File: src/hdl/msr_pkg.sv
// ----------------------------------------------------------------------------
// msr_pkg
// Shared types and constants for the multi-channel servo ramp.
// ----------------------------------------------------------------------------
package msr_pkg;

  localparam int unsigned Channels  = 16;
  localparam int unsigned PulseBits = 12;
  localparam int unsigned TickMs    = 10;

  localparam int unsigned ChW     = 4;
  localparam int unsigned DurW    = 16;
  localparam int unsigned KmW     = DurW + 1;
  localparam int unsigned ProdW   = KmW + PulseBits;
  localparam int unsigned DivCntW = $clog2(PulseBits);

  localparam logic [1:0] OpLoad  = 2'd0;
  localparam logic [1:0] OpStart = 2'd1;
  localparam logic [1:0] OpTick  = 2'd2;
  localparam logic [1:0] OpNone  = 2'd3;

  typedef struct packed {
    logic [1:0]      op;
    logic [3:0]      channel;
    logic [11:0]     pulse;
    logic [DurW-1:0] duration_ms;
  } req_t;

  typedef struct packed {
    logic [3:0]  servo_channel;
    logic [11:0] pulse_value;
    logic        last_of_run;
  } rsp_t;

  typedef enum logic [4:0] {
    StIdle = 5'b00001,
    StRead = 5'b00010,
    StMul  = 5'b00100,
    StDiv  = 5'b01000,
    StPut  = 5'b10000
  } state_e;

endpackage

File: src/hdl/multi_channel_servo_ramp.sv
// ----------------------------------------------------------------------------
// multi_channel_servo_ramp
// Sixteen-channel linear servo ramp with exact integer interpolation.
// ----------------------------------------------------------------------------
// Loads, start setup and idle ticks are handled in idle; ready is high in idle.
// A ramp tick takes each channel through read, 17x12 multiply, 12-step shared
// restoring divider and output, one channel after another for all sixteen.
// A final burst (last tick or short move) goes from read straight to output.
// Output stalls extend the burst. Reset clears all positions and the move state.
module multi_channel_servo_ramp (
  input  logic          clk_i,
  input  logic          rst_ni,
  input  logic          in_valid_i,
  output logic          in_ready_o,
  input  msr_pkg::req_t in_req_i,
  output logic          out_valid_o,
  input  logic          out_ready_i,
  output msr_pkg::rsp_t out_rsp_o
);

  msr_pkg::state_e state_q, state_d;

  logic [msr_pkg::PulseBits-1:0] start_q  [msr_pkg::Channels];
  logic [msr_pkg::PulseBits-1:0] target_q [msr_pkg::Channels];

  logic                          moving_q;
  logic [msr_pkg::KmW-1:0]       km_q;
  logic [msr_pkg::DurW-1:0]      dur_q;
  logic                          final_q;
  logic [msr_pkg::ChW-1:0]       ch_q;
  logic [msr_pkg::PulseBits-1:0] s_q, t_q, mag_q;
  logic                          neg_q;
  logic [msr_pkg::DurW-1:0]      rem_q;
  logic [msr_pkg::PulseBits-1:0] quo_q;
  logic [msr_pkg::DivCntW-1:0]   cnt_q;
  logic                          out_valid_q;
  msr_pkg::rsp_t                 out_q;

  logic                          in_fire;
  logic                          put_fire;
  logic                          last_ch;
  logic [msr_pkg::KmW-1:0]       km_next;
  logic                          tick_final;
  logic [msr_pkg::PulseBits:0]   diff;
  logic [msr_pkg::PulseBits:0]   diff_mag;
  logic [msr_pkg::ProdW-1:0]     prod;
  logic [msr_pkg::DurW:0]        trial;
  logic                          ge;
  logic [msr_pkg::DurW:0]        trial_sub;
  logic [msr_pkg::PulseBits-1:0] value;

  assign in_ready_o  = (state_q == msr_pkg::StIdle);
  assign in_fire     = in_valid_i && in_ready_o;
  assign put_fire    = (state_q == msr_pkg::StPut) && (!out_valid_q || out_ready_i);
  assign last_ch     = (ch_q == msr_pkg::ChW'(msr_pkg::Channels - 1));
  assign km_next     = km_q + msr_pkg::KmW'(msr_pkg::TickMs);
  assign tick_final  = (km_next >= {1'b0, dur_q});

  assign diff     = {1'b0, target_q[ch_q]} - {1'b0, start_q[ch_q]};
  assign diff_mag = diff[msr_pkg::PulseBits] ? (~diff + 1'b1) : diff;
  assign prod     = msr_pkg::ProdW'(km_q) * msr_pkg::ProdW'(mag_q);

  assign trial     = {rem_q, quo_q[msr_pkg::PulseBits-1]};
  assign ge        = (trial >= {1'b0, dur_q});
  assign trial_sub = trial - {1'b0, dur_q};

  always_comb begin
    if (final_q) begin
      value = t_q;
    end else if (neg_q) begin
      value = s_q - quo_q;
    end else begin
      value = s_q + quo_q;
    end
  end

  always_comb begin
    state_d = state_q;
    case (state_q)
      msr_pkg::StIdle: begin
        if (in_fire) begin
          if (in_req_i.op == msr_pkg::OpStart &&
              in_req_i.duration_ms <= msr_pkg::DurW'(msr_pkg::TickMs)) begin
            state_d = msr_pkg::StRead;
          end else if (in_req_i.op == msr_pkg::OpTick && moving_q) begin
            state_d = msr_pkg::StRead;
          end
        end
      end
      msr_pkg::StRead: state_d = final_q ? msr_pkg::StPut : msr_pkg::StMul;
      msr_pkg::StMul:  state_d = msr_pkg::StDiv;
      msr_pkg::StDiv: begin
        if (cnt_q == '0) begin
          state_d = msr_pkg::StPut;
        end
      end
      msr_pkg::StPut: begin
        if (put_fire) begin
          state_d = last_ch ? msr_pkg::StIdle : msr_pkg::StRead;
        end
      end
      default: state_d = msr_pkg::StIdle;
    endcase
  end

  always_ff @(posedge clk_i or negedge rst_ni) begin
    if (!rst_ni) begin
      state_q     <= msr_pkg::StIdle;
      moving_q    <= 1'b0;
      km_q        <= '0;
      dur_q       <= '0;
      final_q     <= 1'b0;
      ch_q        <= '0;
      cnt_q       <= '0;
      out_valid_q <= 1'b0;
      for (int i = 0; i < msr_pkg::Channels; i++) begin
        start_q[i]  <= '0;
        target_q[i] <= '0;
      end
    end else begin
      state_q <= state_d;
      if (put_fire) begin
        out_valid_q <= 1'b1;
      end else if (out_ready_i) begin
        out_valid_q <= 1'b0;
      end
      case (state_q)
        msr_pkg::StIdle: begin
          ch_q <= '0;
          if (in_fire) begin
            case (in_req_i.op)
              msr_pkg::OpLoad: begin
                target_q[in_req_i.channel] <= in_req_i.pulse;
              end
              msr_pkg::OpStart: begin
                km_q <= '0;
                if (in_req_i.duration_ms <= msr_pkg::DurW'(msr_pkg::TickMs)) begin
                  moving_q <= 1'b0;
                  final_q  <= 1'b1;
                end else begin
                  moving_q <= 1'b1;
                  dur_q    <= in_req_i.duration_ms;
                end
              end
              msr_pkg::OpTick: begin
                if (moving_q) begin
                  if (tick_final) begin
                    moving_q <= 1'b0;
                    km_q     <= '0;
                    final_q  <= 1'b1;
                  end else begin
                    km_q    <= km_next;
                    final_q <= 1'b0;
                  end
                end
              end
              default: ;
            endcase
          end
        end
        msr_pkg::StDiv: begin
          cnt_q <= cnt_q - 1'b1;
        end
        msr_pkg::StMul: begin
          cnt_q <= msr_pkg::DivCntW'(msr_pkg::PulseBits - 1);
        end
        msr_pkg::StPut: begin
          if (put_fire) begin
            ch_q <= ch_q + 1'b1;
            if (final_q) begin
              start_q[ch_q] <= t_q;
            end
          end
        end
        default: ;
      endcase
    end
  end

  // datapath
  always_ff @(posedge clk_i) begin
    case (state_q)
      msr_pkg::StRead: begin
        s_q   <= start_q[ch_q];
        t_q   <= target_q[ch_q];
        neg_q <= diff[msr_pkg::PulseBits];
        mag_q <= diff_mag[msr_pkg::PulseBits-1:0];
      end
      msr_pkg::StMul: begin
        rem_q <= prod[msr_pkg::PulseBits +: msr_pkg::DurW];
        quo_q <= prod[msr_pkg::PulseBits-1:0];
      end
      msr_pkg::StDiv: begin
        rem_q <= ge ? trial_sub[msr_pkg::DurW-1:0] : trial[msr_pkg::DurW-1:0];
        quo_q <= {quo_q[msr_pkg::PulseBits-2:0], ge};
      end
      msr_pkg::StPut: begin
        if (put_fire) begin
          out_q.servo_channel <= ch_q;
          out_q.pulse_value   <= value;
          out_q.last_of_run   <= last_ch;
        end
      end
      default: ;
    endcase
  end

  assign out_valid_o = out_valid_q;
  assign out_rsp_o   = out_q;

  a_state_onehot: assert property (@(posedge clk_i) disable iff (!rst_ni)
    $onehot(state_q))
    else $error("state not one-hot");

  a_move_bounds: assert property (@(posedge clk_i) disable iff (!rst_ni)
    moving_q |-> (km_q < {1'b0, dur_q}) && (dur_q > msr_pkg::DurW'(msr_pkg::TickMs)))
    else $error("move step out of range");

  a_rem_below_dur: assert property (@(posedge clk_i) disable iff (!rst_ni)
    (state_q == msr_pkg::StDiv) |-> (rem_q < dur_q))
    else $error("divider remainder overflow");

  a_burst_end: assert property (@(posedge clk_i) disable iff (!rst_ni)
    (put_fire && last_ch) |=> (state_q == msr_pkg::StIdle) && out_valid_q &&
      out_q.last_of_run)
    else $error("burst did not close");

  a_ramp_has_diff: assert property (@(posedge clk_i) disable iff (!rst_ni)
    (state_q == msr_pkg::StMul) |-> !final_q)
    else $error("final burst entered divider");

endmodule

File: config.mk
export PLATFORM = sky130hd
export DESIGN_NAME = multi_channel_servo_ramp
export DESIGN_NICKNAME = d
export VERILOG_FILES = /design/src/hdl/msr_pkg.sv /design/src/hdl/multi_channel_servo_ramp.sv
export SDC_FILE = /design/constraint.sdc
export NUM_CORES = 1
export LEC_CHECK = 0
export BUFFER_PORTS_ARGS = -buffer_cell sky130_fd_sc_hd__buf_2
export CORE_ASPECT_RATIO = 1.2
export CORE_MARGIN = 2
export CORE_UTILIZATION = 60
export CTS_BUF_LIST = sky130_fd_sc_hd__clkbuf_2 sky130_fd_sc_hd__clkbuf_4 sky130_fd_sc_hd__clkbuf_8
export CTS_CLUSTER_DIAMETER = 60
export DETAILED_ROUTE_END_ITERATION = 12
export GPL_TIMING_DRIVEN = 0
export PLACE_DENSITY_LB_ADDON = 0.2
export SLEW_MARGIN = 5
export SYNTH_ARGS = -nofsm -noshare
export SYNTH_HDL_FRONTEND = slang
export SYNTH_SLANG_ARGS = --single-unit
export TNS_END_PERCENT = 30
File: constraint.sdc
create_clock -name clk_i -period 5.7 [get_ports clk_i]
set_clock_uncertainty 0.1 [all_clocks]
set_input_delay 1.14 -clock clk_i [delete_from_list [all_inputs] [get_ports clk_i]]
set_output_delay 1.14 -clock clk_i [all_outputs]
set_load 0.02 [all_outputs]
After elaboration in Yosys (flattened, before gate mapping)
Index checks and enable logic that the tools add are counted.
W data, S select, Z words.
- bits in latches: 0
- memory bits (read-only): 0
- word-level logic and storage cells: 148
- bits in writable memories: 0
- memories kept: 0
- output and inout port bits: 19
- bits in registers: 515
- bits of input ports: 38
- multiply operators: 1
- add/subtract/negate cells: 8
- eq/ne operators: 14
- shift operators: 0
- muxes and demuxes: 42
- reductions and logical operators: 23
- bitwise operators: 4
- order comparisons: 7
- divide/modulo/power cells: 0
- operators by type and width (kind ; count):
    $bwmux W192 ; 2
    $mux W12 ; 9
    $bmux W12 S4 ; 2
    $demux W12 S4 ; 2
    $ge A17 B16 Y1 ; 2
    $mux W17 ; 2
    $pmux W17 S2 ; 1
    $pmux W16 S2 ; 1
    $mux W5 ; 6
    $mul A17 B12 Y28 ; 1
    $pmux W5 S5 ; 1
    $pmux W12 S2 ; 1
    $add A17 B4 Y17 const B ; 1
    $le A16 B4 Y1 const B ; 1
    $mux W16 ; 1
    $pmux W4 S2 ; 2
    $sub A16 B16 Y16 ; 1
    $sub A12 B12 Y13 ; 1
    $add A12 B1 Y12 const B ; 1
    $add A12 B12 Y12 ; 1
    $not A12 Y12 ; 1
    $reduce_and A4 Y1 ; 3
    $sub A12 B12 Y12 ; 1
    $ge A5 B5 Y1 const B ; 2
    29 further kinds ; 53

Depth between registers and ports, before layout
- word-level depth: 8
- mapped depth: 22
- depth with buffers taken out: 20

Least setup slack after synthesis
No wires, ideal clock.
- path type: register to register
- start point: register km_q[4] in the netlist's numbering
- end point: register rem_q[13] in the netlist's numbering, data pin
- path slack: -380 ps
- setup time: 268 ps
- data required time: 5332 ps
- arrival: 5711 ps
- period minus slack after synthesis: 6080 ps
- path buffers: 2
- cell stages (with the launch flop): 20
- path through: dfrtp_1 > clkbuf_1 > clkbuf_1 > and2_1 > fa_1 > fa_1 > fa_1 > fa_1 > inv_1 > fa_1 > inv_1 > ha_1 > and4_1 > a221o_1 > a211oi_1 > o21ai_1 > a221oi_1 > o21ai_0 > xnor2_1 > mux2i_1
- word-level cells in the longest chain between the ends: 2
- ends and longest elaborated chain (what ; line ; source):
    start: declaration ; multi_channel_servo_ramp.sv:27 ; logic [msr_pkg::KmW-1:0] km_q;
    start signal: assignment ; multi_channel_servo_ramp.sv:152 ; km_q <= km_next;
    $mul A17 B12 Y28 ; multi_channel_servo_ramp.sv:61 ; assign prod = msr_pkg::ProdW'(km_q) * msr_pkg::ProdW'(mag_q);
    $pmux W16 S2 ; multi_channel_servo_ramp.sv:182 ; case (state_q)
    end signal: assignment ; multi_channel_servo_ramp.sv:190 ; rem_q <= prod[msr_pkg::PulseBits +: msr_pkg::DurW];
    end signal: assignment ; multi_channel_servo_ramp.sv:194 ; rem_q <= ge ? trial_sub[msr_pkg::DurW-1:0] : trial[msr_pkg::DurW-1:0];
    end: declaration ; multi_channel_servo_ramp.sv:33 ; logic [msr_pkg::DurW-1:0] rem_q;
Every way passes these cells.
A chain may end at the register's enable or synchronous reset.

Worst setup path after layout
- start point: register mag_q[11] in the netlist's numbering
- end point: register rem_q[15] in the netlist's numbering, data pin
- word-level cells in the longest chain between the ends: 2
- ends and longest elaborated chain (what ; line ; source):
    start: declaration ; multi_channel_servo_ramp.sv:31 ; logic [msr_pkg::PulseBits-1:0] s_q, t_q, mag_q;
    start signal: assignment ; multi_channel_servo_ramp.sv:187 ; mag_q <= diff_mag[msr_pkg::PulseBits-1:0];
    $mul A17 B12 Y28 ; multi_channel_servo_ramp.sv:61 ;
    $pmux W16 S2 ; multi_channel_servo_ramp.sv:182 ;
Every way passes these cells.

==> reports/summary.txt <==
outcome: complete, but fails checks
failing checks: setup timing
largest net degree at the start of global routing: 121
Die X: 213 um
total design power: 13.4 mW
multiplexer share of the synthesized area: 23.3%
Seq/Total Area, Yosys: 42.2%
post-layout util: 69.0%
adder-cell share of the synthesized area: 14.5%
Logic pwr share: 39.4%
Sequential Power Share: 34.7%
Row Count: 91
cell area after layout: 35600 um2
core area: 51600 um2
Nets: 3083
Lkg Pwr: 16.8 nW
First-pass DRT Iterations: 6
post-DR vias/cell: 6.09
Hold Path Origin: ch_q[2]
Reg2Reg Capture Point: rem_q[15]
dpl cells: 3333
H-tree Lvls: 3
Hold Crit Endpoint: out_rsp_o[15]
Die Height: 255 um
Net Sw Frac: 35.5%
Worst R2R Path Depth: 18
Clock Latency Late Sink: 680 ps
Fillers: 3674
mapped cell area: 31500 um2
clock sink count: 514
largest family of logic cells by synthesized area: multiplexers
Slew Limit Fails: 0
DRT iter0 DRCs: 1569
Setup WS post-layout: -168 ps
port bufs: 56
Finished Layout Cells: 3532
Synth cell types: 74
vias after detailed routing: 21500
Compound-Gate Fraction of Synth Area: 4.92%
#FFs+latches synth: 514
Worst Path Max Fanout: 4
Peak VDD IR: 225 uV
final setup fails: 5
IO Pins: 57
initial core utilization: 61.0%
Max-cap violations: 0
Clock Tree Root: clkbuf_8
Mean Syn Cell Area: 12.3 um2
layout cells sized above 1: 32.4%
DP Worst Slack: -969 ps
drt drc: 0
Antenna Nets Post-Route: 0
top_reg_cell synth: dfrtp_1
Hold Worst Slack: 355 ps
Int Power: 8.67 mW
Fin. Hold Viols: 0
Mapped Cells: 2568
reg2reg start: mag_q[11]
Setup TNS: -515 ps
Tightest Pin Transition: 1250 ps
CTS buffer count: 84
R2R Setup Slk: -170 ps
Psw: 4.77 mW
minimum clock period: 5870 ps
Ys Warns: 0
xor/xnor share of the synthesized area: 2.31%
post-DP HPWL: 59300 um
FMAX: 170 MHz
Tightest Hold Check Type: flop to flop
initial antenna violation count: 2
fin crit share: 103%
WP data arrival: 6160 ps
Req. time, crit path: 5990 ps
worst setup path category: flop to flop
storage element area: 13300 um2
FFs w/ async S/R, synth: 84.0%
number of global-route vias before repair: 23200
RSZ-0062 raised after global routing: true
hold-fix buffers at CTS: 0
Synth Area in Simple Gates: 7.94%
hold path depth: 0
Post-synth EDFFs: 82
wire per inst: 23.5 um
wire length of the first global-routing pass: 130000 um
nature of the critical path startpoint: flop
normalized max-slew margin: 16.4%
CTS Buffer Depth: 3
placed inst area: 32800 um2
Layout area overhead: 13.2%
die area: 54300 um2
Clock transition at path regs: 60 ps
footprint of the multi-input gates: 17000 um2
gpl congestion: 0.960
power per cell area: 377 nW/um2
clock network power share: 26.0%
grt total ovfl: 0
GR Util All Layers: 31.9%
Setup crit end kind: flop
CTS tree: yes
drt total wl: 82900 um
[power groups by stage]
| stage | clock (mW) | sequential, mW | combinational, mW |
|---|---|---|---|
| 6_report | 3.49 | 4.66 | 5.29 |
| 5_1_grt | 3.70 | 4.70 | 5.76 |
| 4_1_cts | 3.54 | 4.65 | 5.19 |
| 3_5_place_dp | 0 | 4.74 | 4.72 |
| 3_3_place_gp | 0 | 4.71 | 4.55 |
| 2_1_floorplan | 0 | 4.60 | 3.46 |
[cell usage after synthesis (9+ instances only)]
library cell | number | area share (%)
a211oi_1 | 9 | 0.21
a21o_1 | 19 | 0.45
a21oi_1 | 58 | 0.92
and2_1 | 61 | 1.2
and3_1 | 15 | 0.30
buf_1 | 19 | 0.23
clkbuf_1 | 118 | 1.4
dfrtp_1 | 431 | 34
edfxtp_1 | 82 | 7.8
fa_1 | 152 | 9.7
ha_1 | 122 | 4.9
inv_1 | 246 | 2.9
mux2_2 | 405 | 14
mux4_2 | 120 | 8.6
nand2_1 | 233 | 2.8
nand2b_1 | 12 | 0.24
nand3_1 | 33 | 0.52
nand4_1 | 11 | 0.22
nor2_1 | 95 | 1.1
nor2b_1 | 14 | 0.28
nor3_1 | 19 | 0.30
nor4_1 | 10 | 0.20
o21a_1 | 10 | 0.24
o21ai_0 | 70 | 1.1
o31ai_1 | 9 | 0.21
xnor2_1 | 56 | 1.6
xor2_1 | 27 | 0.75
[worst max-delay path by stage]
stage                     slack, ps  cells after the start             to       from
after CTS                      -110                     18      rem_q[15]  mag_q[11]
after floorplan                   6                     19      rem_q[14]   mag_q[3]
after detailed placement       -970                     18      rem_q[15]    km_q[1]
final                          -170                     18      rem_q[15]  mag_q[11]
after global placement        -4830                      1  target_q[146]     rst_ni
after global routing           -320                     21      rem_q[15]   mag_q[7]
[flip-flops by register name, indices dropped and copies added, names as in the netlist]
signal       flops
km_q            16
target_q       192
out_valid_o      1
cnt_q            4
quo_q           12
final_q          1
dur_q           16
ch_q             4
rem_q           16
s_q             12
t_q             12
mag_q           12
moving_q         1
start_q        192
state_q          5
neg_q            1
out_rsp_o       17
[layout by cell type (no fill, tap or decap), types with 82 or more instances in the layout]
master / synthesis / routed
fa_1: 152 / 140
edfxtp_1: 82 / 82
mux2_2: 405 / 405
mux4_2: 120 / 120
dfrtp_1: 431 / 424
ha_1: 122 / 110
nand2_1: 233 / 227
clkbuf_8: 0 / 111
inv_1: 246 / 232
nor2_1: 95 / 95
[area by class of cell]
class | count | area share (%)
multi-input combinational | 1671 | 47.8
sequential | 514 | 37.3
clock buffer | 122 | 4.24
inverter | 246 | 2.59
buffer | 143 | 2.55
tap | 697 | 2.45
timing repair buffer | 111 | 2.25
clock inverter | 26 | 0.815
antenna | 2 | 0.0141
[what timing repair did]
| action | 4_1_cts | 5_1_grt |
|---|---|---|
| pin swaps | 59 | 10 |
| setup buffers | 44 | 8 |
| setup endpoints to repair | 26 | 18 |
| gates resized for setup | 142 | 30 |
| endpoints found under the hold margin | 0 | 0 |
[per-layer routing]
metal,wire length (um),global-route usage (%)
met2,41400,53.6
met3,4370,5.21
met5,14,0
met4,5880,21.0
met1,31200,38.3
[cell families after synthesis]
logic type | Yosys count
adder cells (fa/ha/maj) | 274
AND/OR/NAND/NOR | 532
flip-flops | 514
AO/OA/AOI/OAI | 238
XOR/XNOR | 83
other | 2
multiplexers | 533
buffers and inverters | 392
[worst max-delay path: stages, from the launching register on]
cell and delay (ps):
edfxtp_1 500, buf_6 180, and2_4 150, fa_2 630, fa_2 470, fa_2 590
fa_1 420, inv_1 80, fa_1 420, inv_2 130, ha_4 220, and4_4 200
a221o_1 350, a211oi_4 230, o21ai_2 100, a221oi_2 320, o21ai_1 120, xnor2_1 250
o32ai_1 110
No activity file was read; power rests on OpenSTA's default activity.
